[src/rtl/core/dqrv_pkg.sv]
// Package with the types and constants of the remove-by-value deque.
package dqrv_pkg;

  // Default number of entries in the store.
  localparam int QUEUE_DEPTH_DEF = 16;

  // Fixed field widths.
  localparam int DATA_W = 32;
  localparam int ACT_W  = 2;
  localparam int STAT_W = 2;
  localparam int OCC_W  = 5;

  typedef logic [DATA_W-1:0] data_t;
  typedef logic [OCC_W-1:0]  occ_t;

  // Request codes; the fourth code is ignored.
  typedef enum logic [ACT_W-1:0] {
    ACT_APPEND    = 2'd0,
    ACT_PUSH_HEAD = 2'd1,
    ACT_REMOVE    = 2'd2
  } action_t;

  // Result status codes.
  typedef enum logic [STAT_W-1:0] {
    STAT_OK        = 2'd0,
    STAT_FULL      = 2'd1,
    STAT_EMPTY     = 2'd2,
    STAT_NOT_FOUND = 2'd3
  } status_t;

  // Sequencer states.
  typedef enum logic [2:0] {
    ST_IDLE,
    ST_HEAD_SHIFT,
    ST_HEAD_PUT,
    ST_SEARCH,
    ST_DROP_SHIFT,
    ST_FRONT_RD,
    ST_FRONT_CAP,
    ST_FINISH
  } seq_state_t;

  // One finished result word.
  typedef struct packed {
    status_t             status;
    occ_t                occupancy;
    logic signed [DATA_W-1:0] front_value;
  } result_t;

endpackage

[src/rtl/core/dqrv_if.sv]
// Handshake interfaces for the request and result channels.
interface dqrv_in_if;
  logic                                  valid;
  logic                                  ready;
  logic [dqrv_pkg::ACT_W-1:0]            action;
  logic signed [dqrv_pkg::DATA_W-1:0]    item_value;

  modport source (output valid, output action, output item_value, input ready);
  modport sink   (input valid, input action, input item_value, output ready);
endinterface

interface dqrv_out_if;
  logic                                  valid;
  logic                                  ready;
  logic [dqrv_pkg::STAT_W-1:0]           status;
  logic [dqrv_pkg::OCC_W-1:0]            occupancy;
  logic signed [dqrv_pkg::DATA_W-1:0]    front_value;

  modport source (output valid, output status, output occupancy, output front_value,
                  input ready);
  modport sink   (input valid, input status, input occupancy, input front_value,
                  output ready);
endinterface

[src/rtl/core/dqrv_ram.sv]
// Generic single-write, single-read RAM with registered read data.
module dqrv_ram #(
  parameter int WIDTH = dqrv_pkg::DATA_W,
  parameter int DEPTH = dqrv_pkg::QUEUE_DEPTH_DEF,
  localparam int AW   = $clog2(DEPTH)
) (
  input  logic             clk,
  input  logic             wr_en,
  input  logic [AW-1:0]    wr_addr,
  input  logic [WIDTH-1:0] wr_data,
  input  logic             rd_en,
  input  logic [AW-1:0]    rd_addr,
  output logic [WIDTH-1:0] rd_data
);

  logic [WIDTH-1:0] mem [DEPTH];
  logic [WIDTH-1:0] rd_data_r;

  // Write port.
  always_ff @(posedge clk) begin
    if (wr_en) begin
      mem[wr_addr] <= wr_data;
    end
  end

  // Read port; the data holds while no read is issued.
  always_ff @(posedge clk) begin
    if (rd_en) begin
      rd_data_r <= mem[rd_addr];
    end
  end

  assign rd_data = rd_data_r;

endmodule

[src/rtl/core/dqrv_seq.sv]
// Sequencer that searches and shifts the entry store one entry per cycle.
module dqrv_seq #(
  parameter int QUEUE_DEPTH = dqrv_pkg::QUEUE_DEPTH_DEF,
  localparam int AW = $clog2(QUEUE_DEPTH),
  localparam int CW = $clog2(QUEUE_DEPTH + 1)
) (
  input  logic                    clk,
  input  logic                    rst_n,
  // Request side
  input  logic                    req_valid,
  output logic                    req_ready,
  input  logic [dqrv_pkg::ACT_W-1:0] req_action,
  input  dqrv_pkg::data_t         req_value,
  // Store access
  output logic                    ram_wr_en,
  output logic [AW-1:0]           ram_wr_addr,
  output dqrv_pkg::data_t         ram_wr_data,
  output logic                    ram_rd_en,
  output logic [AW-1:0]           ram_rd_addr,
  input  dqrv_pkg::data_t         ram_rd_data,
  // Result side
  output logic                    res_valid,
  input  logic                    res_ready,
  output dqrv_pkg::result_t       res
);

  dqrv_pkg::seq_state_t state_r, state_nxt;
  logic [CW-1:0]        count_r, count_nxt;
  logic [AW-1:0]        idx_r, idx_nxt;
  dqrv_pkg::data_t      val_r, val_nxt;
  dqrv_pkg::status_t    status_r, status_nxt;
  dqrv_pkg::data_t      front_r, front_nxt;

  logic [CW-1:0] cnt_m1;
  logic [AW-1:0] last_a;
  logic [CW-1:0] idx_p1;
  logic [CW-1:0] idx_p2;
  logic          full;
  logic          empty;
  logic          is_last;
  logic          match;

  // Shared index arithmetic and the one compare unit.
  assign cnt_m1  = count_r - CW'(1);
  assign last_a  = cnt_m1[AW-1:0];
  assign idx_p1  = CW'(idx_r) + CW'(1);
  assign idx_p2  = CW'(idx_r) + CW'(2);
  assign full    = (count_r == CW'(QUEUE_DEPTH));
  assign empty   = (count_r == '0);
  assign is_last = (idx_r == last_a);
  assign match   = (ram_rd_data == val_r);

  // State and working registers.
  always_ff @(posedge clk) begin
    if (!rst_n) begin
      state_r <= dqrv_pkg::ST_IDLE;
      count_r <= '0;
    end else begin
      state_r <= state_nxt;
      count_r <= count_nxt;
    end
  end

  always_ff @(posedge clk) begin
    idx_r    <= idx_nxt;
    val_r    <= val_nxt;
    status_r <= status_nxt;
    front_r  <= front_nxt;
  end

  // Next state, store accesses and result.
  always_comb begin
    state_nxt   = state_r;
    count_nxt   = count_r;
    idx_nxt     = idx_r;
    val_nxt     = val_r;
    status_nxt  = status_r;
    front_nxt   = front_r;
    ram_wr_en   = 1'b0;
    ram_wr_addr = '0;
    ram_wr_data = '0;
    ram_rd_en   = 1'b0;
    ram_rd_addr = '0;
    req_ready   = 1'b0;
    res_valid   = 1'b0;

    unique case (state_r)
      dqrv_pkg::ST_IDLE: begin
        req_ready = 1'b1;
        if (req_valid) begin
          val_nxt    = req_value;
          status_nxt = dqrv_pkg::STAT_OK;
          state_nxt  = dqrv_pkg::ST_FRONT_RD;
          case (req_action)
            dqrv_pkg::ACT_APPEND: begin
              if (full) begin
                status_nxt = dqrv_pkg::STAT_FULL;
              end else begin
                ram_wr_en   = 1'b1;
                ram_wr_addr = count_r[AW-1:0];
                ram_wr_data = req_value;
                count_nxt   = count_r + CW'(1);
              end
            end
            dqrv_pkg::ACT_PUSH_HEAD: begin
              if (full) begin
                status_nxt = dqrv_pkg::STAT_FULL;
              end else if (empty) begin
                ram_wr_en   = 1'b1;
                ram_wr_addr = '0;
                ram_wr_data = req_value;
                count_nxt   = CW'(1);
              end else begin
                ram_rd_en   = 1'b1;
                ram_rd_addr = last_a;
                idx_nxt     = last_a;
                state_nxt   = dqrv_pkg::ST_HEAD_SHIFT;
              end
            end
            dqrv_pkg::ACT_REMOVE: begin
              if (empty) begin
                status_nxt = dqrv_pkg::STAT_EMPTY;
                front_nxt  = '0;
                state_nxt  = dqrv_pkg::ST_FINISH;
              end else begin
                ram_rd_en   = 1'b1;
                ram_rd_addr = '0;
                idx_nxt     = '0;
                state_nxt   = dqrv_pkg::ST_SEARCH;
              end
            end
            default: begin
              state_nxt = dqrv_pkg::ST_FRONT_RD;
            end
          endcase
        end
      end

      // Move entry idx one place back while the next one down is read.
      dqrv_pkg::ST_HEAD_SHIFT: begin
        ram_wr_en   = 1'b1;
        ram_wr_addr = idx_p1[AW-1:0];
        ram_wr_data = ram_rd_data;
        if (idx_r == '0) begin
          state_nxt = dqrv_pkg::ST_HEAD_PUT;
        end else begin
          ram_rd_en   = 1'b1;
          ram_rd_addr = idx_r - AW'(1);
          idx_nxt     = idx_r - AW'(1);
        end
      end

      // Place the new value at the front.
      dqrv_pkg::ST_HEAD_PUT: begin
        ram_wr_en   = 1'b1;
        ram_wr_addr = '0;
        ram_wr_data = val_r;
        count_nxt   = count_r + CW'(1);
        state_nxt   = dqrv_pkg::ST_FRONT_RD;
      end

      // Compare entry idx with the search value, fetching the next one.
      dqrv_pkg::ST_SEARCH: begin
        if (match) begin
          if (is_last) begin
            count_nxt = cnt_m1;
            state_nxt = dqrv_pkg::ST_FRONT_RD;
          end else begin
            ram_rd_en   = 1'b1;
            ram_rd_addr = idx_p1[AW-1:0];
            state_nxt   = dqrv_pkg::ST_DROP_SHIFT;
          end
        end else if (is_last) begin
          status_nxt = dqrv_pkg::STAT_NOT_FOUND;
          state_nxt  = dqrv_pkg::ST_FRONT_RD;
        end else begin
          ram_rd_en   = 1'b1;
          ram_rd_addr = idx_p1[AW-1:0];
          idx_nxt     = idx_p1[AW-1:0];
        end
      end

      // Close the gap: entry idx takes the entry behind it.
      dqrv_pkg::ST_DROP_SHIFT: begin
        ram_wr_en   = 1'b1;
        ram_wr_addr = idx_r;
        ram_wr_data = ram_rd_data;
        if (idx_p1[AW-1:0] == last_a) begin
          count_nxt = cnt_m1;
          state_nxt = dqrv_pkg::ST_FRONT_RD;
        end else begin
          ram_rd_en   = 1'b1;
          ram_rd_addr = idx_p2[AW-1:0];
          idx_nxt     = idx_p1[AW-1:0];
        end
      end

      // Fetch the front entry, or report zero for an empty queue.
      dqrv_pkg::ST_FRONT_RD: begin
        if (empty) begin
          front_nxt = '0;
          state_nxt = dqrv_pkg::ST_FINISH;
        end else begin
          ram_rd_en   = 1'b1;
          ram_rd_addr = '0;
          state_nxt   = dqrv_pkg::ST_FRONT_CAP;
        end
      end

      dqrv_pkg::ST_FRONT_CAP: begin
        front_nxt = ram_rd_data;
        state_nxt = dqrv_pkg::ST_FINISH;
      end

      // Hand the result over once the output register is free.
      dqrv_pkg::ST_FINISH: begin
        res_valid = 1'b1;
        if (res_ready) begin
          state_nxt = dqrv_pkg::ST_IDLE;
        end
      end

      default: begin
        state_nxt = dqrv_pkg::ST_IDLE;
      end
    endcase
  end

  assign res.status      = status_r;
  assign res.occupancy   = dqrv_pkg::occ_t'(count_r);
  assign res.front_value = front_r;

endmodule

[src/rtl/core/deque_remove_by_value.sv]
// One request is worked on at a time. Head inserts and removals walk the entry store,
// which has one read port and is searched and shifted one entry per cycle.
// A finished word waits in the output register while the next request is taken.
// Synchronous active-low reset empties the queue and drops any pending word; the
// store contents are not cleared.
module deque_remove_by_value #(
  parameter int QUEUE_DEPTH = dqrv_pkg::QUEUE_DEPTH_DEF
) (
  input  logic         clk,
  input  logic         rst_n,
  dqrv_in_if.sink      in_if,
  dqrv_out_if.source   out_if
);

  localparam int AW = $clog2(QUEUE_DEPTH);

  logic              req_ready;
  logic              ram_wr_en;
  logic [AW-1:0]     ram_wr_addr;
  dqrv_pkg::data_t   ram_wr_data;
  logic              ram_rd_en;
  logic [AW-1:0]     ram_rd_addr;
  dqrv_pkg::data_t   ram_rd_data;
  logic              res_valid;
  logic              res_ready;
  dqrv_pkg::result_t res;

  logic              out_valid_r;
  dqrv_pkg::result_t out_res_r;

  // Entry store.
  dqrv_ram #(
    .WIDTH (dqrv_pkg::DATA_W),
    .DEPTH (QUEUE_DEPTH)
  ) u_ram (
    .clk     (clk),
    .wr_en   (ram_wr_en),
    .wr_addr (ram_wr_addr),
    .wr_data (ram_wr_data),
    .rd_en   (ram_rd_en),
    .rd_addr (ram_rd_addr),
    .rd_data (ram_rd_data)
  );

  // Request sequencer.
  dqrv_seq #(
    .QUEUE_DEPTH (QUEUE_DEPTH)
  ) u_seq (
    .clk         (clk),
    .rst_n       (rst_n),
    .req_valid   (in_if.valid),
    .req_ready   (req_ready),
    .req_action  (in_if.action),
    .req_value   (in_if.item_value),
    .ram_wr_en   (ram_wr_en),
    .ram_wr_addr (ram_wr_addr),
    .ram_wr_data (ram_wr_data),
    .ram_rd_en   (ram_rd_en),
    .ram_rd_addr (ram_rd_addr),
    .ram_rd_data (ram_rd_data),
    .res_valid   (res_valid),
    .res_ready   (res_ready),
    .res         (res)
  );

  assign in_if.ready = rst_n & req_ready;

  // Output register: free when empty or when its word is taken this cycle.
  assign res_ready = !out_valid_r || out_if.ready;

  always_ff @(posedge clk) begin
    if (!rst_n) begin
      out_valid_r <= 1'b0;
    end else if (res_valid && res_ready) begin
      out_valid_r <= 1'b1;
    end else if (out_if.ready) begin
      out_valid_r <= 1'b0;
    end
  end

  always_ff @(posedge clk) begin
    if (res_valid && res_ready) begin
      out_res_r <= res;
    end
  end

  assign out_if.valid       = out_valid_r;
  assign out_if.status      = out_res_r.status;
  assign out_if.occupancy   = out_res_r.occupancy;
  assign out_if.front_value = out_res_r.front_value;

endmodule

[src/flat_wrapper.sv]
// flat-port wrapper written by rule: the top's interface ports become plain ports
module deque_remove_by_value_flat 
#(
  parameter int QUEUE_DEPTH = dqrv_pkg::QUEUE_DEPTH_DEF
)
  (clk, rst_n, in_if_valid, in_if_action, in_if_item_value, in_if_ready, out_if_valid, out_if_status, out_if_occupancy, out_if_front_value, out_if_ready);
  dqrv_in_if in_if_i ();
  dqrv_out_if out_if_i ();
  input  logic clk;
  input  logic rst_n;
  input wire logic [$bits(in_if_i.valid)-1:0] in_if_valid;
  input wire logic [$bits(in_if_i.action)-1:0] in_if_action;
  input wire logic [$bits(in_if_i.item_value)-1:0] in_if_item_value;
  output wire logic [$bits(in_if_i.ready)-1:0] in_if_ready;
  output wire logic [$bits(out_if_i.valid)-1:0] out_if_valid;
  output wire logic [$bits(out_if_i.status)-1:0] out_if_status;
  output wire logic [$bits(out_if_i.occupancy)-1:0] out_if_occupancy;
  output wire logic [$bits(out_if_i.front_value)-1:0] out_if_front_value;
  input wire logic [$bits(out_if_i.ready)-1:0] out_if_ready;
  assign in_if_i.valid = in_if_valid;
  assign in_if_i.action = in_if_action;
  assign in_if_i.item_value = in_if_item_value;
  assign in_if_ready = in_if_i.ready;
  assign out_if_valid = out_if_i.valid;
  assign out_if_status = out_if_i.status;
  assign out_if_occupancy = out_if_i.occupancy;
  assign out_if_front_value = out_if_i.front_value;
  assign out_if_i.ready = out_if_ready;
  deque_remove_by_value #(.QUEUE_DEPTH(QUEUE_DEPTH)) u_core (.clk(clk), .rst_n(rst_n), .in_if(in_if_i), .out_if(out_if_i));
endmodule
[config.mk]
export PLATFORM = sky130hd
export DESIGN_NAME = deque_remove_by_value_flat
export DESIGN_NICKNAME = d
export VERILOG_FILES = /design/src/rtl/core/dqrv_pkg.sv /design/src/rtl/core/dqrv_if.sv /design/src/rtl/core/dqrv_ram.sv /design/src/rtl/core/dqrv_seq.sv /design/src/rtl/core/deque_remove_by_value.sv /design/src/flat_wrapper.sv
export SDC_FILE = /design/constraint.sdc
export NUM_CORES = 1
export LEC_CHECK = 0
export BUFFER_PORTS_ARGS = -buffer_cell sky130_fd_sc_hd__buf_4
export CAP_MARGIN = 20
export CORE_MARGIN = 1
export CORE_UTILIZATION = 56
export DETAILED_ROUTE_END_ITERATION = 8
export PLACE_DENSITY = 0.79
export SETUP_SLACK_MARGIN = 0.3
export SLEW_MARGIN = 25
export SYNTH_ARGS = -nofsm -noshare
export SYNTH_HDL_FRONTEND = slang
export SYNTH_SLANG_ARGS = --single-unit
[constraint.sdc]
create_clock -name clk -period 3.9 [get_ports clk]
set_input_delay 0.39 -clock clk [delete_from_list [all_inputs] [get_ports clk]]
set_output_delay 0.39 -clock clk [all_outputs]
set_load 0.01 [all_outputs]
=== Word level (Yosys, flattened, before mapping) ===
Memory sizes are Yosys's and may differ from the RTL's. A register that Yosys moved wholly into a read port is not among the register bits.
Index checks and enable logic that the tools add are counted.

* Add/subtract/negate cells: 5
* Reduce and logical (&&, ||, !) cells: 21
* Equality and inequality tests: 32
* Bitwise logic cells: 1
* Multiplexer cells: 81

{| class="wikitable"
|+ Operator list
! kind !! count
|-
| 32-bit two-way mux || 7
|-
| 32-bit case mux with 3 select lines || 2
|-
| 4-bit two-way mux || 18
|-
| 32-bit case mux with 2 select lines || 1
|-
| 5-bit two-way mux || 7
|-
| 32-bit == test || 1
|-
| 4-bit case mux with 4 select lines || 2
|-
| 3-bit two-way mux || 9
|-
| 3-bit case mux with 8 select lines || 1
|-
| 5-bit case mux with 4 select lines || 1
|-
| 1-bit two-way mux || 19
|-
| 2-bit inequality test, second input constant || 9
|-
| 3-bit inequality test, second input constant || 6
|-
| 3-bit == test, second input constant || 4
|-
| 4-bit case mux with 3 select lines || 1
|-
| 5-bit case mux with 2 select lines || 1
|-
| 10-bit AND reduction || 1
|-
| 9-bit AND reduction || 1
|-
| 4-bit == test || 2
|-
| 2-bit two-way mux || 4
|-
| 2-bit case mux with 2 select lines || 2
|-
| 4-bit case mux with 2 select lines || 1
|-
| 4-bit nonzero test || 2
|-
| 3-bit by 2-bit == test with 1-bit output, second input constant || 2
|-
| other kinds (30) || 36
|}

* Logic and storage cells: 151
* Flip-flop bits (word level): 118
* Bits of input ports: 38
* Memory bits (writable): 512
* Memories kept: 1

{| class="wikitable"
|+ Memories
! name !! words !! width !! rd ports !! clocked after memory_dff !! wr ports !! line !! text
|-
| u_core.u_ram.mem || 16 || 32 || 1 || 1 || 1 || dqrv_ram.sv:16 || <nowiki>logic [WIDTH-1:0] mem [DEPTH];</nowiki>
|}

=== Logic depth before layout (Yosys ltp) ===
* Word-level depth: 8
* Mapped depth: 15

=== Modules after synthesis ===
A second synthesis with hierarchy kept.

* Cell total of the unflattened synthesis: 1,344
* Area, all modules: 26,158.8 sq um

{| class="wikitable"
|+ By module, submodules not included
! module !! cells each !! times used !! area an instance (sq um)
|-
| dqrv_ram || 838 || 1 || 20,155.6
|-
| dqrv_seq || 461 || 1 || 4,768.3
|-
| deque_remove_by_value || 45 || 1 || 1,234.9
|}

=== Worst setup path before layout ===
No wires, ideal clock.

* Path kind: reg-to-reg
* From: register u_core.u_seq.count_r[2]
* To: memory u_core.u_ram.mem[0][0] (netlist name) (enable)
* Setup slack: 0.265 ns
* Arrival: 3.214 ns
* Cell stages (with the launch flop): 9
* Buffers on the path: 1
* Period minus slack after synthesis: 3.635 ns
* Setup time: 0.421 ns
* Path through: dfxtp_1 clkbuf_1 nor2_1 and2_1 a21oi_1 nor3_1 nor3_1 or3_1 nor2_1

* Cells in the longest elaborated chain, start to end: 8
* Elaborated cells on any way between the ends: 14
* Those cells by class: eq/ne: 1; mux: 12; reduce/logical: 1

{| class="wikitable"
|+ Ends and longest elaborated chain
! item !! line !! text
|-
| from (decl) || dqrv_seq.sv:28 || <nowiki>logic [CW-1:0] count_r, count_nxt;</nowiki>
|-
| from (signal assigned) || dqrv_seq.sv:60 || <nowiki>count_r <= count_nxt;</nowiki>
|-
| 5-bit logical NOT || dqrv_seq.sv:49 || <nowiki>assign empty = (count_r == '0);</nowiki>
|-
| 1-bit two-way mux || dqrv_seq.sv:108 || <nowiki>end else if (empty) begin</nowiki>
|-
| 1-bit two-way mux || dqrv_seq.sv:106 || <nowiki>if (full) begin</nowiki>
|-
| 1-bit case mux with 2 select lines || dqrv_seq.sv:94 || <nowiki>case (req_action)</nowiki>
|-
| 1-bit two-way mux || dqrv_seq.sv:90 || <nowiki>if (req_valid) begin</nowiki>
|-
| 1-bit case mux with 2 select lines || dqrv_seq.sv:87 || <nowiki>unique case (state_r)</nowiki>
|-
| 1-bit two-way mux || dqrv_ram.sv:21 || <nowiki>if (wr_en) begin</nowiki>
|-
| 1-bit two-way mux (not written as such) || dqrv_ram.sv:22 || <nowiki>mem[wr_addr] <= wr_data;</nowiki>
|-
| to (decl) || dqrv_ram.sv:16 ||
|}

Parallel ways exist; a longest one is shown, timed or not.

=== Final worst setup path ===
* From: register u_core.u_seq.idx_r[0]
* To: register u_core.u_ram.rd_data_r[17], in the netlist u_core.u_ram.rd_data[17] (read register of u_core.u_ram.mem) (data pin)

* Cells in the longest elaborated chain, start to end: 4
* Elaborated cells on any way between the ends: 14
* Those cells by class: add/sub: 3; eq/ne: 2; mux: 8; reduce/logical: 1

{| class="wikitable"
|+ Ends and longest elaborated chain
! item !! line !! text
|-
| from (decl) || dqrv_seq.sv:29 || <nowiki>logic [AW-1:0] idx_r, idx_nxt;</nowiki>
|-
| from (signal assigned) || dqrv_seq.sv:65 || <nowiki>idx_r <= idx_nxt;</nowiki>
|-
| 4-bit by 1-bit adder with 4-bit output || dqrv_seq.sv:46 || <nowiki>assign idx_p1 = CW'(idx_r) + CW'(1);</nowiki>
|-
| 4-bit == test || dqrv_seq.sv:188 || <nowiki>if (idx_p1[AW-1:0] == last_a) begin</nowiki>
|-
| 1-bit two-way mux / 4-bit two-way mux (equally long branches) || dqrv_seq.sv:188 ||
|-
| 1-bit case mux with 5 select lines / 4-bit case mux with 4 select lines (equally long branches) || dqrv_seq.sv:87 ||
|-
| to (decl) || dqrv_ram.sv:17 || <nowiki>logic [WIDTH-1:0] rd_data_r;</nowiki>
|}

Parallel ways exist; a longest one is shown, timed or not.
A chain may end at the register's enable or synchronous reset.

==> flow_metrics.env <==
export IMPL_dp_hpwl_um=36200
export IMPL_setup_violations=0
export IMPL_max_slew_margin=0.365
export IMPL_synth_distinct_cells=64
export IMPL_fp_row_count=79
export IMPL_cp_arrival_ps=3880
export IMPL_slew_violations=0
export IMPL_setup_tns_ps=0
export IMPL_synthesis_nets=1744
export IMPL_grt_pass1_wl_um=96300
export IMPL_vias=16285
export IMPL_port_buffers=78
export IMPL_synth_flop_cell="edfxtp_1"
export IMPL_placed_cells=2338
export IMPL_vias_per_cell=6.56
export IMPL_synth_top_area_frac=0.735
export IMPL_grt_max_degree=72
export IMPL_instances_no_fill=2484
export IMPL_initial_core_util=0.570
export IMPL_drv_cap=0
export IMPL_area_growth_pct=16.0
export IMPL_finalHoldViolCount=0
export IMPL_endpoint_kind="flip-flop"
export IMPL_drive_above_1_share=0.158
export IMPL_top_level_ports=79
export IMPL_powerDensity_mw_per_mm2=961
export IMPL_nets=1882
export IMPL_hold_path_class="input port to flip-flop"
export IMPL_die_h_um=220
export IMPL_cp_required_ps=4270
export IMPL_clkTransAtPathRegs_ps=70
export IMPL_ys_ff_latch=662
export IMPL_finalPower_uw=29700
export IMPL_violations="DRC"
export IMPL_drtIter0Drc=2629
export IMPL_drtPass1Iterations=9
export IMPL_yosysTopAreaCell="edfxtp_1"
export IMPL_grtUsageTotal=0.272
export IMPL_worstSetupPathType="flip-flop to flip-flop"
export IMPL_syn_inst=1693
export IMPL_antenna_cells=0
export IMPL_grt_pass1_vias=15718
export IMPL_gr_total_overflow=0
export IMPL_ant_nets=0
export IMPL_ir_drop_mv=0.803
export IMPL_gp_congestion=0.924
export IMPL_maxClockFrequency_mhz=285
export IMPL_h_tree_depth=2
export IMPL_cts_sinks=662
export IMPL_core_region_area_mm2=0.0468
export IMPL_finClkSkew_ps=33.1
export IMPL_cts_tree="built"
export IMPL_dieArea_mm2=0.0485
export IMPL_root_buffer="clkbuf_16"
export IMPL_wl_um=66400
export IMPL_critical_path_max_fanout=11
export IMPL_status="complete, but fails checks"
export IMPL_clockBufferDepth=3
export IMPL_die_w_um=220
export IMPL_netlist_area_mm2=0.0267
export IMPL_leakagePower_uw=0.0110
export IMPL_startpoint_type="flip-flop"
export IMPL_post_drt_wl_per_cell_um=26.7
export IMPL_yosysWarningCount=0
export IMPL_antenna_found_initial=0
export IMPL_final_min_clock_period_ps=3510
export IMPL_ys_seq_area_frac=0.742
export IMPL_synth_area_per_cell_um2=15.8
export IMPL_synthArstFlopShare=0
export IMPL_synth_area_leaders="edfxtp_1 (74%), mux2i_1 (4.7%), a221oi_1 (4.1%), a21oi_1 (2.6%), nand2_1 (2.1%)"
export IMPL_clk_latency_ps=640
export IMPL_drc=13
export IMPL_tightest_slew_ps=952
export IMPL_grt_setup_unrepaired="no"
export IMPL_cts_buffers=60
export IMPL_synth_edf_count=653
export IMPL_fin_crit_sh=0.899
[layout make-up]
cell class / instances / area [um^2]
flip-flops and latches: 662 / 19800
fillers: 2887 / 15800
multi-input cells: 871 / 6350
repair buffers: 189 / 1970
clock buffers: 70 / 1540
well taps: 607 / 759
clock inverters: 38 / 347
inverters: 47 / 176
[routing by layer]
layer  vias up  global-route usage  wire length (um)  part of all wire
li1       6985                   -                 -                 -
met3       190              0.0474              7290              0.11
met5         -                   0                 0                 0
met2      1103               0.448             32100              0.48
met4         0               0.105              2490             0.038
met1      8007               0.363             24500              0.37
[critical path, stage by stage, from the launching register on]
cell	delay, ps
edfxtp_1	450
buf_4	210
ha_1	240
xnor2_1	240
xnor2_1	140
a31oi_1	80
buf_4	200
o21a_2	230
o221a_2	300
o21ai_4	290
buf_4	250
a221oi_1	70
or4_1	550
[synthesized netlist by cell type, drive strengths merged, types with 2 or more instances]
master / n
a22oi: 2
o221ai: 6
and3: 4
nand2b: 9
dfxtp: 9
o211ai: 2
mux4: 3
o21a: 2
or3b: 2
ha: 13
clkbuf: 41
xor2: 38
o221a: 2
or3: 2
nor2b: 5
a21oi: 140
nor3: 7
a221oi: 126
o22ai: 6
a211oi: 7
buf: 72
nand4: 3
nand2: 149
a311oi: 3
a222oi: 32
o31ai: 5
edfxtp: 653
nor2: 42
a211o: 3
and2: 34
a31oi: 3
xnor2: 8
nand3: 13
o21ai: 21
or4: 33
mux2i: 126
nor4: 8
o2111ai: 2
inv: 46
[registers in the layout (all words and copies together), names as in the netlist]
register,count
u_core.u_seq.val_r,32
u_core.out_if.occupancy,5
u_core.out_if.front_value,32
u_core.u_ram.mem,512
u_core.u_ram.rd_data,32
u_core.u_seq.idx_r,4
u_core.out_if.valid,1
u_core.u_seq.front_r,32
u_core.u_seq.count_r,5
u_core.u_seq.status_r,2
u_core.out_if.status,2
u_core.u_seq.state_r,3
[cell usage in the layout, fill, tap and decap left out, types with 24 or more instances in the layout]
cell type,count
and2_1,34
buf_12,37
a21oi_1,140
dlygate4sd3_1,32
or4_1,33
buf_4,118
xor2_1,37
edfxtp_1,653
clkbuf_16,60
mux2i_1,126
a222oi_1,32
inv_1,41
nor2_1,24
nand2_1,148
a221oi_1,125
[worst paths after layout]
path | startpoint | end | slack, ps | cells past startpoint
worst max-delay path | u_core.u_seq.idx_r[0]$_DFFE_PP_ | u_core.u_ram.rd_data[17]$_DFFE_PP_ | 390 | 12
worst min-delay path | rst_n | u_core.u_seq.state_r[0]$_SDFFE_PN0P_ | 70 | 3
worst max register to register | u_core.u_seq.idx_r[0]$_DFFE_PP_ | u_core.u_ram.rd_data[17]$_DFFE_PP_ | 390 | 12
worst min register to register | u_core.u_seq.front_r[1]$_SDFFCE_PN0P_ | u_core.out_if.front_value[1]$_DFFE_PP_ | 420 | 0
[cells by family after synthesis]
| logic type | count (synthesis) | synth area share |
|---|---|---|
| compound gates | 368 | 0.0989 |
| xor+xnor | 47 | 0.0165 |
| fa+ha+maj | 13 | 0.00610 |
| buf+inv | 160 | 0.0291 |
| flops | 662 | 0.742 |
| mux | 129 | 0.0498 |
| simple gates | 314 | 0.0575 |
[what timing repair did]
action / in CTS / in global routing
resized for setup: 4 / 11
endpoints found under the setup margin: 32 / 45
pin swaps: 0 / 3
hold buffers: 32 / 0
endpoints found under the hold margin: 32 / 0
setup buffers: 1 / 4
[power by group]
part	internal, uW	switching (uW)
clock	3150	2540
sequential	11000	758
combinational	4110	8130
total	18300	11400
[through the flow]
stage / area, um^2 / util / setup slack [ps] / hold slack, ps
floorplan: 26700 / - / 265 / 400
global placement: 28600 / 0.612 / 182 / 402
detailed placement: 28600 / 0.612 / 132 / 405
CTS: 30800 / 0.659 / 308 / 46.0
global route: 30900 / 0.662 / 294 / 53.2
finish: 30900 / 0.662 / 392 / 70.6
Note: power is estimated with default switching activity, not from simulation.
